$ cat config.mk
export PLATFORM = sky130hd
export DESIGN_NAME = shortest_path_matrix_top
export DESIGN_NICKNAME = d
export VERILOG_FILES = /design/src/rtl/spm_pkg.sv /design/src/rtl/spm_cost_mem.sv /design/src/rtl/shortest_path_matrix_top.sv
export SDC_FILE = /design/constraint.sdc
export NUM_CORES = 2
export LEC_CHECK = 0
export BUFFER_PORTS_ARGS = -buffer_cell sky130_fd_sc_hd__buf_2
export CAP_MARGIN = 30
export CELL_PAD_IN_SITES_DETAIL_PLACEMENT = 2
export CELL_PAD_IN_SITES_GLOBAL_PLACEMENT = 2
export CORE_ASPECT_RATIO = 1.5
export CORE_UTILIZATION = 56
export DETAILED_ROUTE_END_ITERATION = 10
export PLACE_DENSITY_LB_ADDON = 0.1
export SLEW_MARGIN = 20
export SYNTH_ARGS = -nofsm -noshare
export SYNTH_HDL_FRONTEND = slang
export SYNTH_SLANG_ARGS = --single-unit
$ cat constraint.sdc
create_clock -name clk_i -period 10.2 [get_ports clk_i]
set_input_delay 2.04 -clock clk_i [delete_from_list [all_inputs] [get_ports clk_i]]
set_output_delay 2.04 -clock clk_i [all_outputs]
set_load 0.05 [all_outputs]
$ cat src/rtl/spm_pkg.sv
`timescale 1ns / 1ps
// ----------------------------------------------------------------------------
// spm_pkg: shared types and constants of the shortest path matrix block
// Holds the cost encoding, operation codes, the load word and the controller
// states used by the top level and the cost memory.
// ----------------------------------------------------------------------------
package spm_pkg;

  localparam int unsigned DIST_W = 10;
  localparam int unsigned FLD_W  = 4;

  // Cost that marks a missing edge or an unreachable vertex
  localparam logic [DIST_W-1:0] NO_EDGE = 10'd999;

  localparam logic OP_LOAD  = 1'b0;
  localparam logic OP_START = 1'b1;

  // One edge load word
  typedef struct packed {
    logic [FLD_W-1:0]  row;
    logic [FLD_W-1:0]  col;
    logic [DIST_W-1:0] weight;
  } load_t;

  typedef enum logic [2:0] {
    S_IDLE,
    S_INIT,
    S_RELAX,
    S_NEXT,
    S_OUT_RD,
    S_OUT_LD
  } state_e;

endpackage

$ cat src/rtl/spm_cost_mem.sv
`timescale 1ns / 1ps
// ----------------------------------------------------------------------------
// spm_cost_mem: edge cost storage
// Single write, single read synchronous memory of edge costs. Loads outside
// the matrix are dropped and weights above the no-edge code are clamped.
// ----------------------------------------------------------------------------
module spm_cost_mem #(
  parameter int unsigned MAX_NODES = 16
) (
  input  logic                       clk_i,
  input  logic                       ld_en_i,
  input  spm_pkg::load_t             ld_i,
  input  logic                       rd_en_i,
  input  logic [$clog2(MAX_NODES)-1:0] rd_row_i,
  input  logic [$clog2(MAX_NODES)-1:0] rd_col_i,
  output logic [spm_pkg::DIST_W-1:0] rd_data_o
);

  localparam int unsigned VW    = $clog2(MAX_NODES);
  localparam int unsigned AW    = 2 * VW;
  localparam int unsigned DEPTH = 2 ** AW;

  logic [spm_pkg::DIST_W-1:0] mem [DEPTH];

  logic [31:0]                row_ext;
  logic [31:0]                col_ext;
  logic                       in_range;
  logic [AW-1:0]              wr_addr;
  logic [spm_pkg::DIST_W-1:0] wr_data;

  // Drop loads outside the matrix, clamp oversized weights
  always_comb begin
    row_ext  = 32'(ld_i.row);
    col_ext  = 32'(ld_i.col);
    in_range = (row_ext < MAX_NODES) && (col_ext < MAX_NODES);
    wr_addr  = {row_ext[VW-1:0], col_ext[VW-1:0]};
    wr_data  = (ld_i.weight > spm_pkg::NO_EDGE) ? spm_pkg::NO_EDGE : ld_i.weight;
  end

  always_ff @(posedge clk_i) begin
    if (ld_en_i && in_range) begin
      mem[wr_addr] <= wr_data;
    end
  end

  // Registered read port
  always_ff @(posedge clk_i) begin
    if (rd_en_i) begin
      rd_data_o <= mem[{rd_row_i, rd_col_i}];
    end
  end

endmodule

$ cat src/rtl/shortest_path_matrix_top.sv
`timescale 1ns / 1ps
// Single-source shortest paths over a stored cost matrix. A load word writes
// one edge cost. A start word runs the search with the vertex count n taken
// from the configuration register: the distance memory is set up for all n
// vertices, then up to n-1 rounds follow, in which the distance memory and
// the cost memory are swept one vertex per cycle, with the next round's pick
// found on the write-back path. Results then leave one word at a time: each
// is read from the distance memory and loaded into the output register once
// the output is free. The input is held off from a start word until its last
// result sits in the output register.
// ----------------------------------------------------------------------------
// shortest_path_matrix_top: Dijkstra shortest path engine
// Sequencer around a cost memory and a distance memory with read, relax and
// write back per vertex, followed by a result stream with a last flag.
// ----------------------------------------------------------------------------
module shortest_path_matrix_top #(
  parameter int unsigned MAX_NODES = 16
) (
  input  logic                       clk_i,
  input  logic                       rst_ni,
  // configuration
  input  logic                       cfg_valid_i,
  output logic                       cfg_ready_o,
  input  logic [4:0]                 cfg_data_i,
  // input words
  input  logic                       in_valid_i,
  output logic                       in_ready_o,
  input  logic                       op_i,
  input  logic [3:0]                 from_vertex_i,
  input  logic [3:0]                 to_vertex_i,
  input  logic [spm_pkg::DIST_W-1:0] edge_weight_i,
  input  logic [3:0]                 source_vertex_i,
  // result words
  output logic                       out_valid_o,
  input  logic                       out_ready_i,
  output logic [3:0]                 vertex_index_o,
  output logic [spm_pkg::DIST_W-1:0] distance_o,
  output logic                       reachable_o,
  output logic                       last_result_o
);

  localparam int unsigned VW = $clog2(MAX_NODES);
  localparam int unsigned NW = $clog2(MAX_NODES + 1);
  localparam int unsigned DW = spm_pkg::DIST_W;

  spm_pkg::state_e state_q, state_d;

  logic [4:0]    vcount_q;
  logic [NW-1:0] n_cnt;
  logic [VW-1:0] v_q, v_d;
  logic [VW-1:0] pick_q, pick_d;
  logic [DW-1:0] least_q, least_d;
  logic [VW-1:0] round_q, round_d;
  logic [3:0]    src_q, src_d;
  logic [DW-1:0] mn_q, mn_d;
  logic [VW-1:0] mp_q, mp_d;
  logic          wb_vld_q, wb_vld_d;
  logic [VW-1:0] wb_idx_q, wb_idx_d;
  logic          out_vld_q, out_vld_d;
  logic [3:0]    out_idx_q, out_idx_d;
  logic [DW-1:0] out_dist_q, out_dist_d;
  logic          out_reach_q, out_reach_d;
  logic          out_last_q, out_last_d;

  // distance memory: {done mark, distance}
  logic [DW:0]   dist_mem [MAX_NODES];
  logic [DW:0]   dist_rdata_q;
  logic          dist_rd_en;
  logic [VW-1:0] dist_rd_addr;
  logic          dist_we;
  logic [VW-1:0] dist_wa;
  logic [DW:0]   dist_wd;

  logic          cost_rd_en;
  logic [DW-1:0] cost_rdata;
  logic          load_en;
  spm_pkg::load_t load_word;

  logic          in_acc;
  logic          n_zero;
  logic          v_last;
  logic          src_ok;
  logic          start_ok;
  logic          out_free;
  logic [31:0]   src_ext;
  logic [31:0]   v_ext;

  logic          done_r;
  logic [DW-1:0] old_dist;
  logic [DW:0]   relax_sum;
  logic          relax_upd;
  logic [DW-1:0] new_dist;
  logic          cand;
  logic [DW-1:0] fin_least;
  logic [VW-1:0] fin_pick;
  logic          next_ok;
  logic          rd_reach;

  assign cfg_ready_o = 1'b1;
  assign in_ready_o  = (state_q == spm_pkg::S_IDLE);
  assign in_acc      = in_valid_i && in_ready_o;

  // Active vertex count, saturated to the matrix size
  assign n_cnt    = (32'(vcount_q) > MAX_NODES) ? NW'(MAX_NODES) : NW'(vcount_q);
  assign n_zero   = (n_cnt == '0);
  assign v_ext    = 32'(v_q);
  assign v_last   = ((v_ext + 32'd1) == 32'(n_cnt));
  assign src_ext  = 32'(src_q);
  assign src_ok   = (src_ext < 32'(n_cnt));
  assign start_ok = src_ok && (32'(n_cnt) > 32'd1);
  assign out_free = !out_vld_q || out_ready_i;

  // Relax the vertex whose words arrived from both memories
  always_comb begin
    done_r    = dist_rdata_q[DW] || (wb_idx_q == pick_q);
    old_dist  = dist_rdata_q[DW-1:0];
    relax_sum = {1'b0, least_q} + {1'b0, cost_rdata};
    relax_upd = !done_r && (cost_rdata != spm_pkg::NO_EDGE) && (relax_sum < {1'b0, old_dist});
    new_dist  = relax_upd ? relax_sum[DW-1:0] : old_dist;
    cand      = wb_vld_q && !done_r && (new_dist < mn_q);
    fin_least = cand ? new_dist : mn_q;
    fin_pick  = cand ? wb_idx_q : mp_q;
    next_ok   = (fin_least < spm_pkg::NO_EDGE) && ((32'(round_q) + 32'd2) < 32'(n_cnt));
    rd_reach  = (dist_rdata_q[DW-1:0] < spm_pkg::NO_EDGE);
  end

  // Edge loads go straight to the cost memory
  assign load_en       = in_acc && (op_i == spm_pkg::OP_LOAD);
  assign load_word.row    = from_vertex_i;
  assign load_word.col    = to_vertex_i;
  assign load_word.weight = edge_weight_i;

  spm_cost_mem #(
    .MAX_NODES(MAX_NODES)
  ) u_cost_mem (
    .clk_i    (clk_i),
    .ld_en_i  (load_en),
    .ld_i     (load_word),
    .rd_en_i  (cost_rd_en),
    .rd_row_i (pick_q),
    .rd_col_i (v_q),
    .rd_data_o(cost_rdata)
  );

  // Next state
  always_comb begin
    state_d = state_q;
    unique case (state_q)
      spm_pkg::S_IDLE: begin
        if (in_acc && (op_i == spm_pkg::OP_START)) begin
          state_d = spm_pkg::S_INIT;
        end
      end
      spm_pkg::S_INIT: begin
        if (n_zero) begin
          state_d = spm_pkg::S_IDLE;
        end else if (v_last) begin
          state_d = start_ok ? spm_pkg::S_RELAX : spm_pkg::S_OUT_RD;
        end
      end
      spm_pkg::S_RELAX: begin
        if (v_last) begin
          state_d = spm_pkg::S_NEXT;
        end
      end
      spm_pkg::S_NEXT: begin
        state_d = next_ok ? spm_pkg::S_RELAX : spm_pkg::S_OUT_RD;
      end
      spm_pkg::S_OUT_RD: begin
        if (out_free) begin
          state_d = spm_pkg::S_OUT_LD;
        end
      end
      spm_pkg::S_OUT_LD: begin
        state_d = v_last ? spm_pkg::S_IDLE : spm_pkg::S_OUT_RD;
      end
      default: state_d = spm_pkg::S_IDLE;
    endcase
  end

  // Datapath control and memory accesses
  always_comb begin
    v_d          = v_q;
    pick_d       = pick_q;
    least_d      = least_q;
    round_d      = round_q;
    src_d        = src_q;
    mn_d         = mn_q;
    mp_d         = mp_q;
    wb_vld_d     = 1'b0;
    wb_idx_d     = wb_idx_q;
    out_vld_d    = out_vld_q;
    out_idx_d    = out_idx_q;
    out_dist_d   = out_dist_q;
    out_reach_d  = out_reach_q;
    out_last_d   = out_last_q;
    dist_rd_en   = 1'b0;
    dist_rd_addr = v_q;
    dist_we      = 1'b0;
    dist_wa      = wb_idx_q;
    dist_wd      = {done_r, new_dist};
    cost_rd_en   = 1'b0;

    // drop the result word once taken
    if (out_vld_q && out_ready_i) begin
      out_vld_d = 1'b0;
    end

    // write back the relaxed vertex and track the next pick
    if (wb_vld_q) begin
      dist_we = 1'b1;
      if (cand) begin
        mn_d = new_dist;
        mp_d = wb_idx_q;
      end
    end

    case (state_q)
      spm_pkg::S_IDLE: begin
        if (in_acc && (op_i == spm_pkg::OP_START)) begin
          v_d   = '0;
          src_d = source_vertex_i;
        end
      end
      spm_pkg::S_INIT: begin
        if (!n_zero) begin
          dist_we = 1'b1;
          dist_wa = v_q;
          dist_wd = {1'b0, (v_ext == src_ext) ? {DW{1'b0}} : spm_pkg::NO_EDGE};
          v_d     = v_q + VW'(1);
          if (v_last) begin
            v_d     = '0;
            pick_d  = src_ext[VW-1:0];
            least_d = '0;
            round_d = '0;
            mn_d    = spm_pkg::NO_EDGE;
          end
        end
      end
      spm_pkg::S_RELAX: begin
        dist_rd_en = 1'b1;
        cost_rd_en = 1'b1;
        wb_vld_d   = 1'b1;
        wb_idx_d   = v_q;
        v_d        = v_last ? '0 : v_q + VW'(1);
      end
      spm_pkg::S_NEXT: begin
        round_d = round_q + VW'(1);
        pick_d  = fin_pick;
        least_d = fin_least;
        mn_d    = spm_pkg::NO_EDGE;
        v_d     = '0;
      end
      spm_pkg::S_OUT_RD: begin
        if (out_free) begin
          dist_rd_en = 1'b1;
        end
      end
      spm_pkg::S_OUT_LD: begin
        out_vld_d   = 1'b1;
        out_idx_d   = v_ext[3:0];
        out_reach_d = rd_reach;
        out_dist_d  = rd_reach ? dist_rdata_q[DW-1:0] : '0;
        out_last_d  = v_last;
        v_d         = v_last ? '0 : v_q + VW'(1);
      end
      default: begin
      end
    endcase
  end

  // Control registers
  always_ff @(posedge clk_i or negedge rst_ni) begin
    if (!rst_ni) begin
      state_q   <= spm_pkg::S_IDLE;
      vcount_q  <= 5'd16;
      v_q       <= '0;
      round_q   <= '0;
      wb_vld_q  <= 1'b0;
      out_vld_q <= 1'b0;
    end else begin
      state_q   <= state_d;
      v_q       <= v_d;
      round_q   <= round_d;
      wb_vld_q  <= wb_vld_d;
      out_vld_q <= out_vld_d;
      if (cfg_valid_i && cfg_ready_o) begin
        vcount_q <= cfg_data_i;
      end
    end
  end

  // Payload registers
  always_ff @(posedge clk_i) begin
    pick_q      <= pick_d;
    least_q     <= least_d;
    src_q       <= src_d;
    mn_q        <= mn_d;
    mp_q        <= mp_d;
    wb_idx_q    <= wb_idx_d;
    out_idx_q   <= out_idx_d;
    out_dist_q  <= out_dist_d;
    out_reach_q <= out_reach_d;
    out_last_q  <= out_last_d;
  end

  // Distance memory
  always_ff @(posedge clk_i) begin
    if (dist_we) begin
      dist_mem[dist_wa] <= dist_wd;
    end
  end

  always_ff @(posedge clk_i) begin
    if (dist_rd_en) begin
      dist_rdata_q <= dist_mem[dist_rd_addr];
    end
  end

  assign out_valid_o    = out_vld_q;
  assign vertex_index_o = out_idx_q;
  assign distance_o     = out_dist_q;
  assign reachable_o    = out_reach_q;
  assign last_result_o  = out_last_q;

endmodule

==> results.cfg, run 1 <==
[floorplanning]
dieHeight_microns = 545
rows = 198
die_w_microns = 364
io_pins = 52
initial_core_util_pct = 56.5

[synthesis]
yosys_register_bits = 2827
syn_nets = 4774
synth_simple_gate_area_share_pct = 1.87
yosysUniqueCellTypes = 66
synth_edf_count = 2799
synth_compound_area_share_pct = 0.722
syn_inst = 4702
synthXorXnorAreaFrac_pct = 0.196
synth_flop_cell = edfxtp_1
synth_top_family_by_area = multiplexers
ys_warn_count = 0
avgSynthCellArea_sq_um = 23.4
syn_area_sq_um = 110000
muxShareOfSynthArea_pct = 18.6
yosysSeqAreaShare_pct = 77.0
synthArstFlopShare_pct = 0.637
synth_fa_ha_area_share_pct = 0.451

[place]
gp_congestion = 0.841
dp_hpwl_mm = 244
io_buffers = 50

[run_status]
error_line = [ERROR DPL-0033] detailed placement checks failed during check placement.
outcome = stopped before the end
stop_stage = detailed placement
[through the flow]
stage	hold slack, ps	setup WS, ps	area [sq um]	instances
3_3_place_gp	498	3690	113000	7183
2_1_floorplan	437	177	110000	4702
[logic make-up after synthesis]
family | count (synthesis)
compound gates | 117
buf+inv | 290
other cells | 1
fa+ha+maj | 39
xor+xnor | 23
flops | 2827
simple gates | 480
mux | 925
[cell usage after synthesis, types with 16 or more instances]
cell,number,area (sq um)
a22oi_1,21,158
mux4_2,895,20200
nor2_1,315,1180
dfrtp_1,17,425
mux2_2,18,203
nand2_1,65,244
nor2b_1,16,100
buf_2,76,380
edfxtp_1,2799,84100
ha_1,38,475
inv_1,36,135
clkbuf_1,142,533
nand3_1,19,95.1
buf_1,32,120
o21ai_0,27,135
==> inputs of run 2 (changes only) <==
--- a/config.mk
+++ b/config.mk
@@ -7,12 +7,9 @@
 export LEC_CHECK = 0
 export BUFFER_PORTS_ARGS = -buffer_cell sky130_fd_sc_hd__buf_2
 export CAP_MARGIN = 30
-export CELL_PAD_IN_SITES_DETAIL_PLACEMENT = 2
-export CELL_PAD_IN_SITES_GLOBAL_PLACEMENT = 2
-export CORE_ASPECT_RATIO = 1.5
-export CORE_UTILIZATION = 56
+export CORE_UTILIZATION = 40
 export DETAILED_ROUTE_END_ITERATION = 10
-export PLACE_DENSITY_LB_ADDON = 0.1
+export PLACE_DENSITY_LB_ADDON = 0.15
 export SLEW_MARGIN = 20
 export SYNTH_ARGS = -nofsm -noshare
 export SYNTH_HDL_FRONTEND = slang
==> run 2 against run 1 <==
Area after synthesis unchanged. The flow now finishes without violations. Synthesized cell count stayed put.
==> results.cfg, run 2 <==
[run_status]
outcome = completed

[timing]
hold_viol = 0
tns_ps = 0
clock_skew_ps = 60.8
period_needed_ps = 6460
finalMaxSlewViolations = 0
fmax_ghz = 0.155
relSlewSlack_pct = 32.0
finalSetupViolCount = 0
fin_crit_sh_pct = 63.3
worst_pin_slew_ps = 1020
rsz0062_at_grt = no

[power_and_ir_drop]
peakVddDrop_mv = 0.213
leakagePower_nw = 39.2
switchingPower_mw = 9.44
power_density_nw_per_um2 = 260
clock_power_share_pct = 32.6
pwr-share-comb_pct = 26.3
p_int_mw = 23.4
power.share.switching_pct = 28.8
pwr-share-seq_pct = 41.1

[drt]
vias = 50792
dr.pass1.iters = 7
viasPerCell = 5.68
drt_iter0_markers = 5000
drtAntennaViolNets = 0
drc = 0
wirelength_mm = 278
wire_per_inst_microns = 31.0

[floorplanning]
die_w_microns = 526
core_sq_um = 273000
io_pins = 52
die-area_sq_um = 277000
rows = 192
dieHeight_microns = 526
initial_core_util_pct = 40.2

[synthesis]
syn_inst = 4702
yosys-top-cells-count = edfxtp_1 (2799), mux4_2 (895), nor2_1 (315)
yosysUniqueCellTypes = 66
synthDominantCellAreaShare_pct = 76.5
yosysSeqAreaShare_pct = 77.0
avgSynthCellArea_sq_um = 23.4
synth_edf_count = 2799
synthArstFlopShare_pct = 0.637
syn_area_sq_um = 110000
yosys_register_bits = 2827
synth_top_area_cell = edfxtp_1
synth_flop_cell = edfxtp_1
ys_warn_count = 0
yosysMostFrequentCell = edfxtp_1
synth.area.top_cells = edfxtp_1 (76%), mux4_2 (18%), nor2_1 (1.1%), clkbuf_1 (0.48%), ha_1 (0.43%)
syn_nets = 4774

[layout]
areaGrowthSynthToFinish_pct = 14.7
nets = 5202
regMostFlops = u_cost_mem.mem
most-common-layout-cells = edfxtp_1 (2799), mux4_2 (895), clkbuf_16 (313), nor2_1 (301), buf_4 (275)
final_cells = 8948
largest_register_ff_count = 2560
final_common_cell = edfxtp_1
drive_gt1_share_pct = 32.4
reg_top3 = u_cost_mem.mem (2560), dist_mem (176), dist_rdata_q (11)

[place]
dpl.cell_count = 8342
gp_congestion = 0.790
dp_hpwl_mm = 165
io_buffers = 50

[cts]
cts_tree = yes
cts_buffer_depth = 4
htree_levels = 5
postCtsHoldBufs = 0
post_cts_resized = 0
numCtsBuffers = 310
clock_latency_ps = 890
root_buffer = clkbuf_16
clkTransAtPathRegs_ps = 60
clock_sinks = 2827
cts_setup_buffers = 0

[global_routing]
grt-ovfl-total = 0
antenna_found_initial = 11
grt_pass1_wl_mm = 398
grt_pass1_vias = 52035
grt_max_degree = 200
grt_util_all_layers_pct = 20.0

[worst_setup_path]
critPathKind = reg2reg
critPathLaunch = u_cost_mem.rd_data_o[0]
cp.required_ps = 10780
r2r_start = u_cost_mem.rd_data_o[0]
crit_fanout = 15
start_kind = register
crit_arrival_ps = 7040
end_kind = register

[hold_path]
hold_path.class = reg2reg
hp-start = mn_q[5]

[run]
drv_cap = 0
==> run 2: cell counts after synthesis <==
No cell type changed its count.
==> run 2: worst paths after layout <==
path / slack [ps] / depth (start not counted) / endpoint
min reg2reg: 500 / 2 / mn_q[5]
max: 3740 / 22 / least_q[1]
min: 500 / 2 / mn_q[5]
min in group asynchronous: 1120 / 1 / out_valid_o
max in group asynchronous: 8710 / 1 / dist_rd_addr[2]
max reg2reg: 3740 / 22 / least_q[1]
==> run 2: logic make-up after synthesis <==
kind of cell             after synthesis  synth area share [%]
flip-flops                          2827                  77.0
multiplexers                         925                  18.6
AND/OR/NAND/NOR                      480                  1.87
buffers and inverters                290                  1.08
AO/OA/AOI/OAI                        117                 0.722
adder cells (fa/ha/maj)               39                 0.451
XOR/XNOR                              23                 0.196
other                                  1               0.00341
==> run 2: per-stage QoR <==
stage                     utilization, %  hold WS (ps)  setup WS (ps)  area, sq um  power, mW
after floorplan                        -           437            177       110000       19.5
after global placement              42.1           503           3780       115000       22.5
after detailed placement            42.4           488           3760       116000       22.5
after CTS                           45.9           503           3740       126000       33.2
after global routing                46.1           541           3260       126000       34.0
final                               46.1           502           3740       126000       32.8
==> run 2: final cells by class <==
class | count | area [sq um]
fillers | 22595 | 147000
flip-flops and latches | 2827 | 84700
multi-input cells | 1585 | 24200
clock buffers | 377 | 8070
well taps | 3589 | 4490
repair buffers | 369 | 3050
clock inverters | 161 | 1510
inverters | 37 | 146
diodes | 3 | 7.51
==> run 2: layer usage <==
metal	routed length, microns	part of all wire, %	GRT usage (%)
met1	120000	43	28.5
met2	137000	49	32.8
met4	6800	2.4	4.94
met3	13800	5.0	2.74
met5	0	0	0
==> run 2: power by group through the flow <==
stage               Clock, mW  Combinational (mW)  Sequential (mW)
floorplan                   0                5.82             13.6
global placement            0                8.79             13.7
detailed placement          0                8.81             13.7
CTS                      10.9                8.83             13.5
global route             11.4                9.11             13.5
finish                   10.7                8.63             13.5
==> run 2: critical path, cell delays in order, from the launching register on <==
cell and delay [ps]:
edfxtp_1 400, ha_1 230, fa_1 410, a211oi_1 380
o21bai_1 180, a211o_1 320, a21oi_1 190, xnor2_1 210
ha_1 310, a211oi_1 230, o21ai_0 120, a21oi_1 220
o211ai_2 350, mux2_2 420, ha_1 310, a21o_1 190
a21o_1 170, a21oi_1 140, o211ai_1 120, nor3b_1 340
a21o_1 580, mux2i_1 320, nor2_1 60
No activity file was read; power rests on OpenSTA's default activity.
